File: src/hdl/isoas_pkg.sv
package isoas_pkg;

   localparam int FRAME_BYTES   = 9;
   localparam int UID_BYTES_DEF = 10;

   localparam logic [7:0]  CASCADE_TAG    = 8'h88;
   localparam logic [7:0]  NVB_FULL       = 8'h70;
   localparam logic [7:0]  SEL_CL1        = 8'h93;
   localparam logic [7:0]  KNOWN_BITS_MAX = 8'd80;
   localparam logic [15:0] CRC_PRESET     = 16'h6363;
   localparam logic [15:0] CRC_POLY       = 16'h8408;
   localparam int          SAK_CASCADE    = 2;

   typedef enum logic [1:0] {
      CMD_UID_LOAD, CMD_START, CMD_RSP_BYTE, CMD_RSP_DONE
   } cmd_type;

   typedef enum logic [1:0] {
      LINK_OK, LINK_COLL, LINK_TIMEOUT, LINK_ERROR
   } link_type;

   typedef enum logic [1:0] {
      KIND_FRAME, KIND_UID, KIND_STATUS
   } kind_type;

   typedef enum logic [2:0] {
      ST_OK, ST_INVALID, ST_COLLISION, ST_INTERNAL, ST_ERROR, ST_CRC, ST_TIMEOUT, ST_NO_ROOM
   } status_type;

   typedef enum logic [4:0] {
      OP_NONE, OP_UID_WR, OP_START_INIT, OP_LVL_HEAD, OP_LVL_TAG, OP_LVL_COPY, OP_LVL_END,
      OP_SEND_HEAD, OP_BCC, OP_CRC, OP_CRC_LO, OP_CRC_HI, OP_EMIT_FRAME, OP_RSP_BYTE,
      OP_COLL, OP_FULL, OP_SEL_INIT, OP_SEL_COPY, OP_CL_INC, OP_SUCC_INIT, OP_EMIT_UID,
      OP_EMIT_FAIL
   } dp_op_type;

   typedef enum logic [4:0] {
      S_IDLE, S_DECODE, S_LVL_HEAD, S_LVL_TAG, S_LVL_COPY, S_SEND_HEAD, S_SEND_BCC,
      S_SEND_CRC, S_SEND_CRCLO, S_SEND_CRCHI, S_EMIT_FRAME, S_DONE, S_SEL_COPY,
      S_SEL_CHECK, S_EMIT_UID, S_FAIL
   } ctrl_state_type;

   typedef struct packed {
      logic       latch;
      dp_op_type  op;
      status_type fail_code;
   } dp_cmd_type;

   typedef struct packed {
      cmd_type  cmd;
      link_type link;
      logic     phase;
      logic     kb_bad;
      logic     full;
      logic     copy_done;
      logic     crc_last;
      logic     emit_last;
      logic     creg_inv;
      logic     no_progress;
      logic     overflow;
      logic     sel_last;
      logic     len_bad;
      logic     crc_bad;
      logic     cascade;
      logic     cl_max;
      logic     uid_last;
      logic     out_free;
   } dp_stat_type;

   // CRC_A over one byte, reflected, eight shifts
   function automatic logic [15:0] crc_a_byte(input logic [15:0] crc, input logic [7:0] data);
      logic [15:0] c;
      c = crc ^ {8'h00, data};
      for (int b = 0; b < 8; b++) begin
         c = c[0] ? ((c >> 1) ^ CRC_POLY) : (c >> 1);
      end
      return c;
   endfunction

endpackage

File: src/hdl/isoas_dp.sv
module isoas_dp #(
   parameter int UID_BYTES = 10
) (
   input  logic                 clock,
   input  logic                 reset,
   input  isoas_pkg::dp_cmd_type cmd,
   output isoas_pkg::dp_stat_type stat,
   input  logic [39:0]          req_tdata,
   input  logic [1:0]           req_tuser,
   output logic                 rsp_tvalid,
   input  logic                 rsp_tready,
   output logic [31:0]          rsp_tdata,
   output logic [1:0]           rsp_tuser,
   output logic                 rsp_tlast
);
   import isoas_pkg::*;

   localparam int         UW     = $clog2(UID_BYTES);
   localparam logic [4:0] UidLim = 5'(UID_BYTES);
   localparam logic [3:0] FbLim  = 4'(FRAME_BYTES);

   logic [7:0] frame_ff [FRAME_BYTES];
   logic [7:0] uid_ff [UID_BYTES];

   cmd_type    cmd_ff;
   link_type   link_ff;
   logic [3:0] pos_ff, ks_ff;
   logic [7:0] db_ff, kb_ff, creg_ff;
   logic [2:0] rxb_ff;

   logic [1:0] cl_ff;
   logic [5:0] lkb_ff;
   logic [7:0] tkb_ff;
   logic [3:0] rs_ff, rc_ff, ss_ff;
   logic       phase_ff;
   logic [2:0] flb_ff;
   logic [6:0] lk_ff;
   logic       ct_ff;
   logic [2:0] nbytes_ff;
   logic [3:0] idx_ff, used_ff, cnt_ff;
   logic [15:0] crc_ff;

   logic       rsp_valid_ff, rsp_last_ff;
   kind_type   rsp_kind_ff;
   status_type rsp_st_ff;
   logic [7:0] rsp_byte_ff, rsp_sak_ff;
   logic [2:0] rsp_tb_ff;
   logic [3:0] rsp_len_ff;

   logic       rsp_last_in;
   kind_type   rsp_kind_in;
   status_type rsp_st_in;
   logic [7:0] rsp_byte_in, rsp_sak_in;
   logic [2:0] rsp_tb_in;
   logic [3:0] rsp_len_in;

   logic [1:0] cl_m1;
   logic [3:0] base;
   logic [7:0] sel_code;
   logic       ct;
   logic [8:0] diff;
   logic [6:0] lk;
   logic [7:0] lk_round;
   logic [3:0] bytes_raw, maxb;
   logic [2:0] nbytes;
   logic [7:0] lk_ct;
   logic [5:0] lkb_lvl;
   logic [2:0] tlb;
   logic [3:0] sidx, used;
   logic [7:0] nvb, bcc;
   logic [3:0] room, rsp_at;
   logic       store_ok;
   logic [7:0] mask, merged;
   logic [5:0] p, p_m1;
   logic [3:0] col_ix;
   logic       tag;
   logic [3:0] sel_src, sel_n, succ_len;
   logic [15:0] crc_next, sak_crc;
   logic [3:0] frd_idx, urd_idx, uwa, fwa;
   logic [7:0] frd, urd, fwd, uwd;
   logic       fwe, uwe;

   always_comb begin
      cl_m1    = cl_ff - 2'd1;
      base     = {1'b0, cl_m1, 1'b0} + {2'b00, cl_m1};
      sel_code = SEL_CL1 + {5'd0, cl_m1, 1'b0};
      ct       = (tkb_ff != 8'd0) &&
                 (((cl_ff == 2'd1) && (ss_ff > 4'd4)) || ((cl_ff == 2'd2) && (ss_ff > 4'd7)));
      diff     = {1'b0, tkb_ff} - {2'b00, base, 3'b000};
      lk       = diff[8] ? 7'd0 : diff[6:0];
      lk_round = {1'b0, lk} + 8'd7;
      bytes_raw = lk_round[6:3];
      maxb     = ct ? 4'd3 : 4'd4;
      nbytes   = (bytes_raw > maxb) ? maxb[2:0] : bytes_raw[2:0];
      lk_ct    = {1'b0, lk_ff} + (ct_ff ? 8'd8 : 8'd0);
      lkb_lvl  = (lk_ct > 8'd32) ? 6'd32 : lk_ct[5:0];

      tlb  = lkb_ff[2:0];
      sidx = 4'd2 + {2'b00, lkb_ff[4:3]};
      nvb  = {sidx, 1'b0, tlb};
      used = sidx + {3'b000, (tlb != 3'd0)};
      bcc  = frame_ff[2] ^ frame_ff[3] ^ frame_ff[4] ^ frame_ff[5];

      room     = FbLim - rs_ff;
      rsp_at   = rs_ff + rc_ff;
      store_ok = rc_ff < room;

      p      = (creg_ff[4:0] == 5'd0) ? 6'd32 : {1'b0, creg_ff[4:0]};
      p_m1   = p - 6'd1;
      col_ix = 4'd1 + {1'b0, p[5:3]} + {3'b000, (p[2:0] != 3'd0)};

      tag      = frame_ff[2] == CASCADE_TAG;
      sel_src  = tag ? 4'd3 : 4'd2;
      sel_n    = tag ? 4'd3 : 4'd4;
      succ_len = {1'b0, cl_ff, 1'b0} + {2'b00, cl_ff} + 4'd1;

      case (cmd.op)
         OP_RSP_BYTE: frd_idx = rsp_at;
         OP_COLL:     frd_idx = col_ix;
         OP_SEL_COPY: frd_idx = sel_src + cnt_ff;
         default:     frd_idx = cnt_ff;
      endcase
      frd = (frd_idx < FbLim) ? frame_ff[frd_idx] : 8'h00;

      urd_idx = (cmd.op == OP_LVL_COPY) ? base + cnt_ff : cnt_ff;
      urd = ({1'b0, urd_idx} < UidLim) ? uid_ff[urd_idx[UW-1:0]] : 8'h00;

      // first response byte keeps the sent bits below the split
      mask   = 8'hFF << flb_ff;
      merged = ((rc_ff == 4'd0) && (flb_ff != 3'd0)) ? ((frd & ~mask) | (db_ff & mask)) : db_ff;

      crc_next = crc_a_byte(crc_ff, frd);
      sak_crc  = crc_a_byte(CRC_PRESET, frame_ff[6]);

      fwe = 1'b1;
      fwa = 4'd0;
      fwd = 8'h00;
      case (cmd.op)
         OP_LVL_HEAD: begin fwa = 4'd0; fwd = sel_code; end
         OP_LVL_TAG:  begin fwe = ct_ff; fwa = idx_ff; fwd = CASCADE_TAG; end
         OP_LVL_COPY: begin fwa = idx_ff; fwd = urd; end
         OP_SEND_HEAD: begin fwa = 4'd1; fwd = lkb_ff[5] ? NVB_FULL : nvb; end
         OP_BCC:      begin fwa = 4'd6; fwd = bcc; end
         OP_CRC_LO:   begin fwa = 4'd7; fwd = crc_ff[7:0]; end
         OP_CRC_HI:   begin fwa = 4'd8; fwd = crc_ff[15:8]; end
         OP_RSP_BYTE: begin fwe = store_ok; fwa = rsp_at; fwd = merged; end
         OP_COLL:     begin fwa = col_ix; fwd = frd | (8'd1 << p_m1[2:0]); end
         default:     fwe = 1'b0;
      endcase

      uwa = (cmd.op == OP_UID_WR) ? pos_ff : base + cnt_ff;
      uwd = (cmd.op == OP_UID_WR) ? db_ff : frd;
      uwe = ((cmd.op == OP_UID_WR) || (cmd.op == OP_SEL_COPY)) && ({1'b0, uwa} < UidLim);
   end

   always_comb begin
      stat.cmd         = cmd_ff;
      stat.link        = link_ff;
      stat.phase       = phase_ff;
      stat.kb_bad      = kb_ff > KNOWN_BITS_MAX;
      stat.full        = lkb_ff[5];
      stat.copy_done   = cnt_ff == {1'b0, nbytes_ff};
      stat.crc_last    = cnt_ff == 4'd6;
      stat.emit_last   = cnt_ff == used_ff - 4'd1;
      stat.creg_inv    = creg_ff[5];
      stat.no_progress = p <= lkb_ff;
      stat.overflow    = rc_ff > room;
      stat.sel_last    = cnt_ff == sel_n - 4'd1;
      stat.len_bad     = (rc_ff != 4'd3) || (rxb_ff != 3'd0);
      stat.crc_bad     = (frame_ff[7] != sak_crc[7:0]) || (frame_ff[8] != sak_crc[15:8]);
      stat.cascade     = frame_ff[6][SAK_CASCADE];
      stat.cl_max      = cl_ff == 2'd3;
      stat.uid_last    = cnt_ff == succ_len - 4'd1;
      stat.out_free    = !rsp_valid_ff || rsp_tready;
   end

   always_comb begin
      rsp_kind_in = KIND_FRAME;
      rsp_byte_in = 8'h00;
      rsp_tb_in   = 3'd0;
      rsp_st_in   = ST_OK;
      rsp_len_in  = 4'd0;
      rsp_sak_in  = 8'h00;
      rsp_last_in = 1'b1;
      case (cmd.op)
         OP_EMIT_FRAME: begin
            rsp_byte_in = frd; rsp_tb_in = flb_ff; rsp_last_in = stat.emit_last;
         end
         OP_EMIT_UID: begin
            rsp_kind_in = KIND_UID; rsp_byte_in = urd; rsp_len_in = succ_len;
            rsp_sak_in = frame_ff[6]; rsp_last_in = stat.uid_last;
         end
         OP_EMIT_FAIL: begin rsp_kind_in = KIND_STATUS; rsp_st_in = cmd.fail_code; end
         default: ;
      endcase
   end

   always_ff @(posedge clock) begin
      if (fwe) frame_ff[fwa] <= fwd;
      if (uwe) uid_ff[uwa[UW-1:0]] <= uwd;
      if (cmd.latch) begin
         cmd_ff  <= cmd_type'(req_tuser);
         pos_ff  <= req_tdata[3:0];
         db_ff   <= req_tdata[11:4];
         kb_ff   <= req_tdata[19:12];
         ks_ff   <= req_tdata[23:20];
         link_ff <= link_type'(req_tdata[25:24]);
         creg_ff <= req_tdata[33:26];
         rxb_ff  <= req_tdata[36:34];
      end
      case (cmd.op)
         OP_LVL_HEAD: begin
            lk_ff <= lk; ct_ff <= ct; nbytes_ff <= nbytes; idx_ff <= 4'd2; cnt_ff <= 4'd0;
         end
         OP_LVL_TAG:  idx_ff <= idx_ff + {3'b000, ct_ff};
         OP_LVL_COPY: begin idx_ff <= idx_ff + 4'd1; cnt_ff <= cnt_ff + 4'd1; end
         OP_SEND_HEAD: begin cnt_ff <= 4'd0; crc_ff <= CRC_PRESET; end
         OP_CRC:      begin crc_ff <= crc_next; cnt_ff <= cnt_ff + 4'd1; end
         OP_CRC_HI, OP_SEL_INIT, OP_SUCC_INIT: cnt_ff <= 4'd0;
         OP_EMIT_FRAME, OP_SEL_COPY, OP_EMIT_UID: cnt_ff <= cnt_ff + 4'd1;
         default: ;
      endcase
      if (!rsp_valid_ff || rsp_tready) begin
         rsp_kind_ff <= rsp_kind_in;
         rsp_byte_ff <= rsp_byte_in;
         rsp_tb_ff   <= rsp_tb_in;
         rsp_st_ff   <= rsp_st_in;
         rsp_len_ff  <= rsp_len_in;
         rsp_sak_ff  <= rsp_sak_in;
         rsp_last_ff <= rsp_last_in;
      end
   end

   always_ff @(posedge clock) begin
      if (reset) begin
         cl_ff <= 2'd1; lkb_ff <= 6'd0; tkb_ff <= 8'd0; rs_ff <= 4'd0; rc_ff <= 4'd0;
         phase_ff <= 1'b0; flb_ff <= 3'd0; ss_ff <= 4'd0; used_ff <= 4'd0;
         rsp_valid_ff <= 1'b0;
      end else begin
         case (cmd.op)
            OP_START_INIT: begin tkb_ff <= kb_ff; ss_ff <= ks_ff; cl_ff <= 2'd1; end
            OP_LVL_END: lkb_ff <= lkb_lvl;
            OP_SEND_HEAD: begin
               flb_ff  <= lkb_ff[5] ? 3'd0 : tlb;
               used_ff <= lkb_ff[5] ? FbLim : used;
               rs_ff   <= lkb_ff[5] ? 4'd6 : sidx;
               rc_ff   <= 4'd0;
               phase_ff <= 1'b1;
            end
            OP_RSP_BYTE: if (rc_ff != 4'd15) rc_ff <= rc_ff + 4'd1;
            OP_COLL: lkb_ff <= p;
            OP_FULL: lkb_ff <= 6'd32;
            OP_CL_INC: cl_ff <= cl_ff + 2'd1;
            OP_SUCC_INIT, OP_EMIT_FAIL: phase_ff <= 1'b0;
            default: ;
         endcase
         if ((cmd.op == OP_EMIT_FRAME) || (cmd.op == OP_EMIT_UID) || (cmd.op == OP_EMIT_FAIL))
            rsp_valid_ff <= 1'b1;
         else if (rsp_tready)
            rsp_valid_ff <= 1'b0;
      end
   end

   assign rsp_tvalid = rsp_valid_ff;
   assign rsp_tuser  = rsp_kind_ff;
   assign rsp_tlast  = rsp_last_ff;
   assign rsp_tdata  = {3'b000, rsp_sak_ff, rsp_len_ff, rsp_st_ff, rsp_tb_ff, rsp_tb_ff,
                        rsp_byte_ff};

endmodule

File: src/hdl/isoas_ctrl.sv
module isoas_ctrl (
   input  logic                  clock,
   input  logic                  reset,
   input  logic                  req_tvalid,
   output logic                  req_tready,
   input  isoas_pkg::dp_stat_type stat,
   output isoas_pkg::dp_cmd_type  cmd
);
   import isoas_pkg::*;

   ctrl_state_type state_ff, state_in;
   status_type     fail_ff, fail_in;

   always_ff @(posedge clock) begin
      if (reset) begin
         state_ff <= S_IDLE;
         fail_ff  <= ST_OK;
      end else begin
         state_ff <= state_in;
         fail_ff  <= fail_in;
      end
   end

   always_comb begin
      state_in      = state_ff;
      fail_in       = fail_ff;
      cmd.op        = OP_NONE;
      cmd.fail_code = fail_ff;
      req_tready    = state_ff == S_IDLE;
      cmd.latch     = req_tvalid && (state_ff == S_IDLE);
      case (state_ff)
         S_IDLE: if (req_tvalid) state_in = S_DECODE;
         S_DECODE: begin
            state_in = S_IDLE;
            case (stat.cmd)
               CMD_UID_LOAD: cmd.op = OP_UID_WR;
               CMD_START: begin
                  if (stat.kb_bad) begin
                     fail_in = ST_INVALID; state_in = S_FAIL;
                  end else begin
                     cmd.op = OP_START_INIT; state_in = S_LVL_HEAD;
                  end
               end
               CMD_RSP_BYTE: if (stat.phase) cmd.op = OP_RSP_BYTE;
               default: if (stat.phase) state_in = S_DONE;
            endcase
         end
         S_LVL_HEAD: begin cmd.op = OP_LVL_HEAD; state_in = S_LVL_TAG; end
         S_LVL_TAG:  begin cmd.op = OP_LVL_TAG; state_in = S_LVL_COPY; end
         S_LVL_COPY: begin
            if (stat.copy_done) begin
               cmd.op = OP_LVL_END; state_in = S_SEND_HEAD;
            end else begin
               cmd.op = OP_LVL_COPY;
            end
         end
         S_SEND_HEAD: begin
            cmd.op = OP_SEND_HEAD;
            state_in = stat.full ? S_SEND_BCC : S_EMIT_FRAME;
         end
         S_SEND_BCC: begin cmd.op = OP_BCC; state_in = S_SEND_CRC; end
         S_SEND_CRC: begin
            cmd.op = OP_CRC;
            if (stat.crc_last) state_in = S_SEND_CRCLO;
         end
         S_SEND_CRCLO: begin cmd.op = OP_CRC_LO; state_in = S_SEND_CRCHI; end
         S_SEND_CRCHI: begin cmd.op = OP_CRC_HI; state_in = S_EMIT_FRAME; end
         S_EMIT_FRAME: if (stat.out_free) begin
            cmd.op = OP_EMIT_FRAME;
            if (stat.emit_last) state_in = S_IDLE;
         end
         S_DONE: begin
            state_in = S_FAIL;
            if (stat.link == LINK_TIMEOUT)    fail_in = ST_TIMEOUT;
            else if (stat.link == LINK_ERROR) fail_in = ST_ERROR;
            else if (stat.overflow)           fail_in = ST_NO_ROOM;
            else if (stat.link == LINK_COLL) begin
               if (stat.creg_inv)         fail_in = ST_COLLISION;
               else if (stat.no_progress) fail_in = ST_INTERNAL;
               else begin
                  cmd.op = OP_COLL; state_in = S_SEND_HEAD;
               end
            end else if (!stat.full) begin
               cmd.op = OP_FULL; state_in = S_SEND_HEAD;
            end else begin
               cmd.op = OP_SEL_INIT; state_in = S_SEL_COPY;
            end
         end
         S_SEL_COPY: begin
            cmd.op = OP_SEL_COPY;
            if (stat.sel_last) state_in = S_SEL_CHECK;
         end
         S_SEL_CHECK: begin
            state_in = S_FAIL;
            if (stat.len_bad)      fail_in = ST_ERROR;
            else if (stat.crc_bad) fail_in = ST_CRC;
            else if (stat.cascade) begin
               if (stat.cl_max) fail_in = ST_INTERNAL;
               else begin
                  cmd.op = OP_CL_INC; state_in = S_LVL_HEAD;
               end
            end else begin
               cmd.op = OP_SUCC_INIT; state_in = S_EMIT_UID;
            end
         end
         S_EMIT_UID: if (stat.out_free) begin
            cmd.op = OP_EMIT_UID;
            if (stat.uid_last) state_in = S_IDLE;
         end
         S_FAIL: if (stat.out_free) begin
            cmd.op = OP_EMIT_FAIL; state_in = S_IDLE;
         end
         default: state_in = S_IDLE;
      endcase
   end

endmodule

File: src/hdl/iso14443a_anticollision_select_top.sv
// Type A anticollision and SELECT sequencer, reader side, cascade levels 1 to 3.
// Request channel (req_): tuser carries the command (load uid byte, start,
// response byte, response done); tdata the fields listed at the port.
// Result channel (rsp_): tuser is the result kind, tlast marks the last result
// a request causes; frame bytes to send, uid bytes on success, or one status.
// One request at a time: req_tready is high only when the sequencer is idle.
// Load and response-byte requests are taken with no result. A start or response-done
// that emits a frame first does its set-up (uid copy, BCC and a byte-wide CRC_A over
// 7 bytes, as the case needs), then emits one byte per cycle while the receiver is
// ready; success reports one uid byte per cycle on the same terms.
// A result sits in an output register, so the last one may wait while the next
// request is taken; while the receiver stalls, emission simply pauses.
// Reset: idle, cascade level 1, bit and response counters cleared; uid and frame
// stores and the loop counters hold whatever was last written.
module iso14443a_anticollision_select_top #(
   parameter int UID_BYTES = isoas_pkg::UID_BYTES_DEF
) (
   input  logic        clock,
   input  logic        reset,
   input  logic        req_tvalid,
   output logic        req_tready,
   // uid_position, data_byte, known_bits, known_uid_size, link_status,
   // collision_register, rx_valid_bits, zero pad
   input  logic [39:0] req_tdata,
   // command
   input  logic [1:0]  req_tuser,
   output logic        rsp_tvalid,
   input  logic        rsp_tready,
   // byte_value, tx_last_bits, rx_align, status, uid_length, select_ack, zero pad
   output logic [31:0] rsp_tdata,
   // kind
   output logic [1:0]  rsp_tuser,
   // last_of_run
   output logic        rsp_tlast
);
   import isoas_pkg::*;

   dp_cmd_type  cmd;
   dp_stat_type stat;

   isoas_ctrl u_ctrl (
      .clock      (clock),
      .reset      (reset),
      .req_tvalid (req_tvalid),
      .req_tready (req_tready),
      .stat       (stat),
      .cmd        (cmd)
   );

   isoas_dp #(.UID_BYTES(UID_BYTES)) u_dp (
      .clock      (clock),
      .reset      (reset),
      .cmd        (cmd),
      .stat       (stat),
      .req_tdata  (req_tdata),
      .req_tuser  (req_tuser),
      .rsp_tvalid (rsp_tvalid),
      .rsp_tready (rsp_tready),
      .rsp_tdata  (rsp_tdata),
      .rsp_tuser  (rsp_tuser),
      .rsp_tlast  (rsp_tlast)
   );

endmodule
File: config.mk
export PLATFORM = sky130hd
export DESIGN_NAME = iso14443a_anticollision_select_top
export DESIGN_NICKNAME = d
export VERILOG_FILES = /design/src/hdl/isoas_pkg.sv /design/src/hdl/isoas_dp.sv /design/src/hdl/isoas_ctrl.sv /design/src/hdl/iso14443a_anticollision_select_top.sv
export SDC_FILE = /design/constraint.sdc
export NUM_CORES = 1
export LEC_CHECK = 0
export ABC_AREA = 0
export CAP_MARGIN = 20
export CORE_ASPECT_RATIO = 0.9
export CORE_MARGIN = 2
export CORE_UTILIZATION = 55
export CTS_CLUSTER_SIZE = 20
export DETAILED_ROUTE_END_ITERATION = 8
export DONT_BUFFER_PORTS = 1
export PLACE_DENSITY_LB_ADDON = 0.1
export SLEW_MARGIN = 20
export SYNTH_ARGS = -nofsm -noshare
export SYNTH_HDL_FRONTEND = slang
export SYNTH_SLANG_ARGS = --single-unit
File: constraint.sdc
create_clock -name clock -period 5.3 [get_ports clock]
set_clock_uncertainty 0.2 [all_clocks]
set_input_delay 0.265 -clock clock [delete_from_list [all_inputs] [get_ports clock]]
set_output_delay 0.265 -clock clock [all_outputs]
set_load 0.1 [all_outputs]
After elaboration in Yosys (flattened, before gate mapping)
Memories as Yosys holds them, arrays and structs flattened.
Index checks and enable logic that the tools add are counted.
{ "totals": {"ff_bits": 146, "mem_bits_rw": 152, "in_bits": 46, "out_inout_bits": 37, "elab_cells": 322, "mem_count": 2} }
{ "memory_table": {"columns": ["name", "words", "word_bits", "read_ports", "rd_clocked_by_memory_dff", "write_ports", "line_no", "rtl"], "rows": [
  ["u_dp.uid_ff", 10, 8, 1, 0, 1, "isoas_dp.sv:23", "logic [7:0] uid_ff [UID_BYTES];"],
  ["u_dp.frame_ff", 9, 8, 8, 0, 1, "isoas_dp.sv:22", "logic [7:0] frame_ff [FRAME_BYTES];"]
]} }
{ "classes": {"add_sub_neg": 25, "order_cmp": 11, "eq_ne": 70, "shifts": 2, "n_mux": 112, "bitwise": 26, "reduce_logical": 41} }
{ "op_table": {"columns": ["cell", "n"], "rows": [
  ["16-bit two-way mux", 16],
  ["5-bit two-way mux", 26],
  ["5-bit by 4-bit == test with 1-bit output (second input constant)", 16],
  ["5-bit case mux with 16 select lines", 1],
  ["5-bit case mux with 15 select lines", 1],
  ["4-bit two-way mux", 18],
  ["8-bit case mux with 9 select lines", 1],
  ["3-bit two-way mux", 16],
  ["2-bit NOT with 3-bit output", 15],
  ["5-bit by 3-bit == test with 1-bit output (second input constant)", 8],
  ["8-bit two-way mux", 5],
  ["16-bit case mux with 2 select lines", 1],
  ["5-bit == test (second input constant)", 6],
  ["4-bit case mux with 7 select lines", 1],
  ["4-bit case mux with 3 select lines", 2],
  ["8-bit bitwise XOR", 3],
  ["3-bit nonzero test", 7],
  ["5-bit by 2-bit == test with 1-bit output (second input constant)", 4],
  ["2-bit != test (second input constant)", 10],
  ["6-bit case mux with 3 select lines", 1],
  ["4-bit by 1-bit adder with 4-bit output (second input constant)", 4],
  ["8-bit bitwise AND", 2],
  ["8-bit != test", 2],
  ["8-bit bitwise OR", 2],
  ["other kinds (65)", 119]
]} }

Logic depth before layout (Yosys ltp)
An unclocked memory read counts as a cell.
{ "logic_depth": {"ltp_word": 44, "mapped_depth": 19} }

Modules after synthesis
A second synthesis with hierarchy kept.
{ "unflattened": {"cells_unflattened": 1394, "hier_area_um2": 15503.6} }
{ "by_module_without_submodules": {"columns": ["mod", "instances", "cells_per_inst", "area_each_um2"], "rows": [
  ["isoas_dp", 1, 1256, 14557.7],
  ["isoas_ctrl", 1, 138, 945.9]
]} }

Least setup slack after synthesis
Ideal clock, no wire load.
{ "synth_path": {"kind": "register -> register", "start": "register u_dp.rsp_valid_ff, in the netlist u_dp.rsp_tvalid", "end": "register u_dp.crc_ff[3] (data pin)", "t_arrival_ns": 4.742, "t_required_ns": 4.846, "setup_slack_ns": 0.104, "path_stages_with_launch": 16, "synth_period_minus_slack_ns": 5.196, "path_cell_list": "dfxtp_1 > and2b_2 > inv_1 > a31o_2 > a2111oi_4 > o21ai_1 > or3_4 > o211ai_4 > buf_4 > mux2i_1 > nand2_1 > a32o_1 > or3_1 > and3b_1 > o211ai_1 > a21bo_1"} }
{ "synth_lines": {"columns": ["item", "line_no", "rtl"], "rows": [
  ["start: declaration", "isoas_dp.sv:43", "logic rsp_valid_ff, rsp_last_ff;"],
  ["start signal: assignment", "isoas_dp.sv:238", "rsp_valid_ff <= 1'b0;"],
  ["start signal: assignment", "isoas_dp.sv:258", "rsp_valid_ff <= 1'b1;"],
  ["start signal: assignment", "isoas_dp.sv:260", "rsp_valid_ff <= 1'b0;"],
  ["end signal: assignment", "isoas_dp.sv:218", "OP_CRC: begin crc_ff <= crc_next; cnt_ff <= cnt_ff + 4'd1; end"],
  ["end: declaration", "isoas_dp.sv:41", "logic [15:0] crc_ff;"]
]} }

Worst setup path after layout
{ "layout_path": {"start": "register u_dp.creg_ff[1]", "end": "memory u_dp.uid_ff[3][5] (data pin)"} }
{ "layout_via": {"elab_chain_cells": 15} }
{ "layout_lines": {"columns": ["item", "line_no", "rtl"], "rows": [
  ["start: declaration", "isoas_dp.sv:28", "logic [7:0] db_ff, kb_ff, creg_ff;"],
  ["start signal: assignment", "isoas_dp.sv:208", "creg_ff <= req_tdata[33:26];"],
  ["5-bit zero test", "isoas_dp.sv:108", "p = (creg_ff[4:0] == 5'd0) ? 6'd32 : {1'b0, creg_ff[4:0]};"],
  ["6-bit two-way mux *", "isoas_dp.sv:108", null],
  ["6-bit less-or-equal comparator", "isoas_dp.sv:166", "stat.no_progress = p <= lkb_ff;"],
  ["4-bit two-way mux", "isoas_ctrl.sv:79", "else if (stat.no_progress) fail_in = ST_INTERNAL;"],
  ["4-bit two-way mux", "isoas_ctrl.sv:78", "if (stat.creg_inv) fail_in = ST_COLLISION;"],
  ["5-bit two-way mux", "isoas_ctrl.sv:77", "else if (stat.link == LINK_COLL) begin"],
  ["5-bit two-way mux", "isoas_ctrl.sv:76", "else if (stat.overflow) fail_in = ST_NO_ROOM;"],
  ["5-bit two-way mux", "isoas_ctrl.sv:75", "else if (stat.link == LINK_ERROR) fail_in = ST_ERROR;"],
  ["5-bit two-way mux", "isoas_ctrl.sv:74", "if (stat.link == LINK_TIMEOUT) fail_in = ST_TIMEOUT;"],
  ["5-bit case mux with 15 select lines", "isoas_ctrl.sv:31", "case (state_ff)"],
  ["5-bit == test / 5-bit by 4-bit == test with 1-bit output (equally long branches)", "isoas_dp.sv:117", "case (cmd.op)"],
  ["4-bit case mux with 3 select lines", "isoas_dp.sv:117", null],
  ["memory 9 x 8 bit / 4-bit less-than comparator (equally long branches)", null, null],
  ["8-bit two-way mux", "isoas_dp.sv:123", "frd = (frd_idx < FbLim) ? frame_ff[frd_idx] : 8'h00;"],
  ["8-bit two-way mux *", "isoas_dp.sv:152", "uwd = (cmd.op == OP_UID_WR) ? db_ff : frd;"],
  ["via u_dp.uwd[5]", "isoas_dp.sv:80", "logic [7:0] frd, urd, fwd, uwd;"],
  ["end: declaration", "isoas_dp.sv:23", null]
]} }
The timed path passes the listed nets; every way through them passes the cells marked *.

==> results.yml <==
clock_tree:
  cts.htree.levels: 1
  cts_buffer_depth: 3
  post_cts_buffers: 0
  path_clk_slew_ns: 0.07
  clk_latency_ns: 0.57
  cts.sinks: 296
  clock-root-buffer: "clkbuf_16"
  cts_tree: "built"
  cts_buffers: 30
power_and_ir_drop:
  internal_power_mw: 6.07
  cellPowerDensity_mw_per_mm2: 570
  seqPwrFrac_pct: 35.1
  vdd_drop_max_uv: 359
  leakagePower_nw: 6.60
  switchingPower_mw: 4.10
  pwr-share-comb_pct: 44.5
  p_clk_share_pct: 20.4
  p_sw_share_pct: 40.3
sta:
  setup_viol: 0
  setup_tns_ns: 0
  slew_violations: 0
  worst_slew_pin_slew_ns: 1.03
  min_period_ns: 4.98
  rsz0062_at_grt: "false"
  period_share_pct: 94.1
  clock.fmax_ghz: 0.201
  fin_ws_ns: 0.315
  slew_headroom_pct: 31.2
  final_hold_viol_count: 0
synthesis:
  syn_area_mm2: 0.0155
  yosysTopAreaCellShare_pct: 49.1
  avgSynthCellArea_um2: 11.5
  synth_enable_flop_cells: 253
  synth_compound_area_share_pct: 13.7
  netlist-cell-type-count: 98
  synth_xor_area_share_pct: 5.51
  syn-instance-count: 1342
  synth_top_family_by_area: "simple AND/OR/NAND/NOR gates"
  async_flop_share_pct: 0
  synthFlopType: "edfxtp_1"
  ys_top_cells_by_area: "edfxtp_1, dfxtp_1, ha_1, nor2_1, xnor2_1"
  yosys_warnings: 0
  synthAdderAreaFrac_pct: 4.01
  ys_ff_latch: 296
  yosysSeqAreaShare_pct: 54.6
  yosys.area_share.simple_pct: 14.6
  synthMuxAreaShare_pct: 4.28
  synth_top_area_cell: "edfxtp_1"
setup_path:
  critPathLaunchType: "flop"
  cp.required_ns: 5.35
  r2r_cells: 14
  reg2reg_slack_ns: 0.32
  crit_top_cell: "or3_1"
  crit_type: "reg -> reg"
  worstReg2RegEnd: "u_dp.uid_ff[3][5]"
  critPathCaptureType: "flop"
  critPathMaxFanout: 14
  cpPeakStageDelay_ns: 0.64
  crit_slowest_cell: "or3_1"
  r2r-start: "u_dp.creg_ff[1]"
  worstPathArrival_ns: 5.04
  cp.buffers_inverters: 1
  startpoint: "u_dp.creg_ff[1]"
  path_cells: "nor4_1 > nor2b_1 > ha_1 > nand4_1 > nor4bb_1 > o21ai_0 > nand2_1 > nor3_1 > o21bai_1 > or3_1 > nand2b_1 > or3_1 > buf_12 > a21oi_1"
  cp_top_family: "simple AND/OR/NAND/NOR gates"
worst_hold_path:
  min_path_cells: 1
  min_from: "req_tdata[17]"
  hold_end: "u_dp.kb_ff[5]"
  hp-class: "in -> reg"
die:
  rows: 58
  die_h_um: 163
  ioPinCount: 83
  die_area_mm2: 0.0295
  start_util_pct: 55.7
  die_x_um: 181
  core-area_mm2: 0.0278
cells_and_area:
  synthToLayoutAreaGrowth_pct: 15.4
  antenna_cells: 0
  drive_gt1_share_pct: 14.6
  fin_nets: 1538
  fin_area_mm2: 0.0179
drt:
  wl_per_cell_um: 23.1
  drtIter0Drc: 1481
  viasPerCell: 6.20
  final_antenna_net_count: 0
  drtPass1Iterations: 6
  wl_um: 42200
  vias: 11347
  drc: 0
global_routing:
  grt_pass1_wl_um: 64200
  grt_max_degree: 44
  grt_pass1_vias: 10657
  track_usage_pct: 28.4
  antenna_found_initial: 0
  grt-ovfl-total: 0
place:
  place_congestion: 0.991
  io_buffers: 0
  place_ws_ns: 0.344
  placed_area_mm2: 0.0164
  dpl.hpwl_um: 31200
outcome:
  outcome: "finished clean"
job:
  cap_violations: 0
==> Yosys cell counts, types with 31 or more instances <==
cell / instances
a21oi_1: 57
a31oi_1: 32
and2_1: 31
clkbuf_1: 34
dfxtp_1: 43
edfxtp_1: 253
ha_1: 44
inv_1: 57
mux2i_1: 38
nand2_1: 95
nand3_1: 33
nor2_1: 136
o21ai_0: 56
xnor2_1: 49
==> flip-flops by register name, summed over array words and instances, names as in the netlist, 4 cells and up <==
| register | count |
|---|---|
| u_ctrl.state_ff | 4 |
| u_dp.cnt_ff | 4 |
| u_dp.crc_ff | 16 |
| u_dp.creg_ff | 6 |
| u_dp.db_ff | 8 |
| u_dp.frame_ff | 72 |
| u_dp.idx_ff | 4 |
| u_dp.kb_ff | 8 |
| u_dp.ks_ff | 4 |
| u_dp.lk_ff | 7 |
| u_dp.lkb_ff | 6 |
| u_dp.pos_ff | 4 |
| u_dp.rc_ff | 4 |
| u_dp.rsp_byte_ff | 8 |
| u_dp.rsp_len_ff | 4 |
| u_dp.rsp_sak_ff | 8 |
| u_dp.ss_ff | 4 |
| u_dp.tkb_ff | 8 |
| u_dp.uid_ff | 80 |
| u_dp.used_ff | 4 |
==> worst max path at each step <==
stage	depth (start not counted)	slack (ns)	to
2_1_floorplan	15	0.10	u_dp.crc_ff[3]
3_3_place_gp	17	0.45	u_dp.crc_ff[1]
3_5_place_dp	16	0.34	u_dp.frame_ff[1][3]
4_1_cts	16	0.31	u_dp.frame_ff[3][3]
5_1_grt	16	0.006	u_dp.crc_ff[10]
6_report	14	0.32	u_dp.uid_ff[3][5]
==> placed cells by master, fill, tap and decap left out, drive strengths merged, types with 33 or more instances in the layout <==
| cell | synthesis | layout |
|---|---|---|
| edfxtp | 253 | 253 |
| nor2 | 137 | 137 |
| nand2 | 95 | 95 |
| buf | 29 | 91 |
| inv | 57 | 61 |
| o21ai | 59 | 59 |
| a21oi | 58 | 58 |
| xnor2 | 54 | 54 |
| ha | 44 | 44 |
| dfxtp | 43 | 43 |
| dlygate4sd3 | 0 | 40 |
| mux2i | 38 | 38 |
| clkbuf | 34 | 37 |
| a211oi | 36 | 36 |
| nand3 | 33 | 33 |
==> power by group through the flow <==
stage	Clock [mW]	Sequential, mW	Combinational [mW]
after global placement	0	3.61	4.30
after detailed placement	0	3.61	4.38
final	2.08	3.57	4.53
after global routing	2.20	3.60	4.89
after floorplan	0	3.53	3.04
after CTS	2.11	3.56	4.43
==> layer usage <==
| metal | GRT usage [%] | share of wire [%] |
|---|---|---|
| met1 | 41.7 | 45 |
| met3 | 5.35 | 8.1 |
| met2 | 43.3 | 45 |
| met5 | 0 | 0 |
| met4 | 7.73 | 2.6 |
==> layout make-up <==
class,count,area [um2]
repair buffers,131,1170
well taps,360,450
flip-flops and latches,296,8460
clock buffers,37,807
inverters,57,214
clock inverters,19,170
multi-input cells,929,6590
fillers,2162,9930
==> worst register-to-register path, delay by kind of cell (launching register included) <==
family | cells | cell delay, ns
simple gates | 9 | 2.66
compound gates | 3 | 0.97
flops | 1 | 0.40
buf+inv | 1 | 0.24
fa+ha+maj | 1 | 0.19
==> stage by stage <==
step | hold slack, ns | std cells | power [mW] | util [%]
after detailed placement | 0.141 | 1731 | 7.99 | 59.1
final | 0.126 | 1829 | 10.2 | 64.3
after global placement | 0.140 | 1731 | 7.90 | 59.1
after CTS | 0.105 | 1828 | 10.1 | 64.1
after floorplan | 0.164 | 1344 | 6.57 | -
after global routing | 0.109 | 1829 | 10.7 | 64.3
==> kinds of logic (layout without fill, tap and decap cells) <==
kind of cell,Yosys count,in the layout
fa+ha+maj,48,48
mux,56,56
buf+inv,120,244
other cells,1,3
simple gates,440,440
xor+xnor,85,85
compound gates,296,297
flops,296,296
==> what timing repair did <==
action	4_1_cts	5_1_grt
hold buffers	41	0
setup endpoints to repair	0	50
gates resized for setup	0	5
endpoints found under the hold margin	80	0
(Power assumes the default switching activity.)
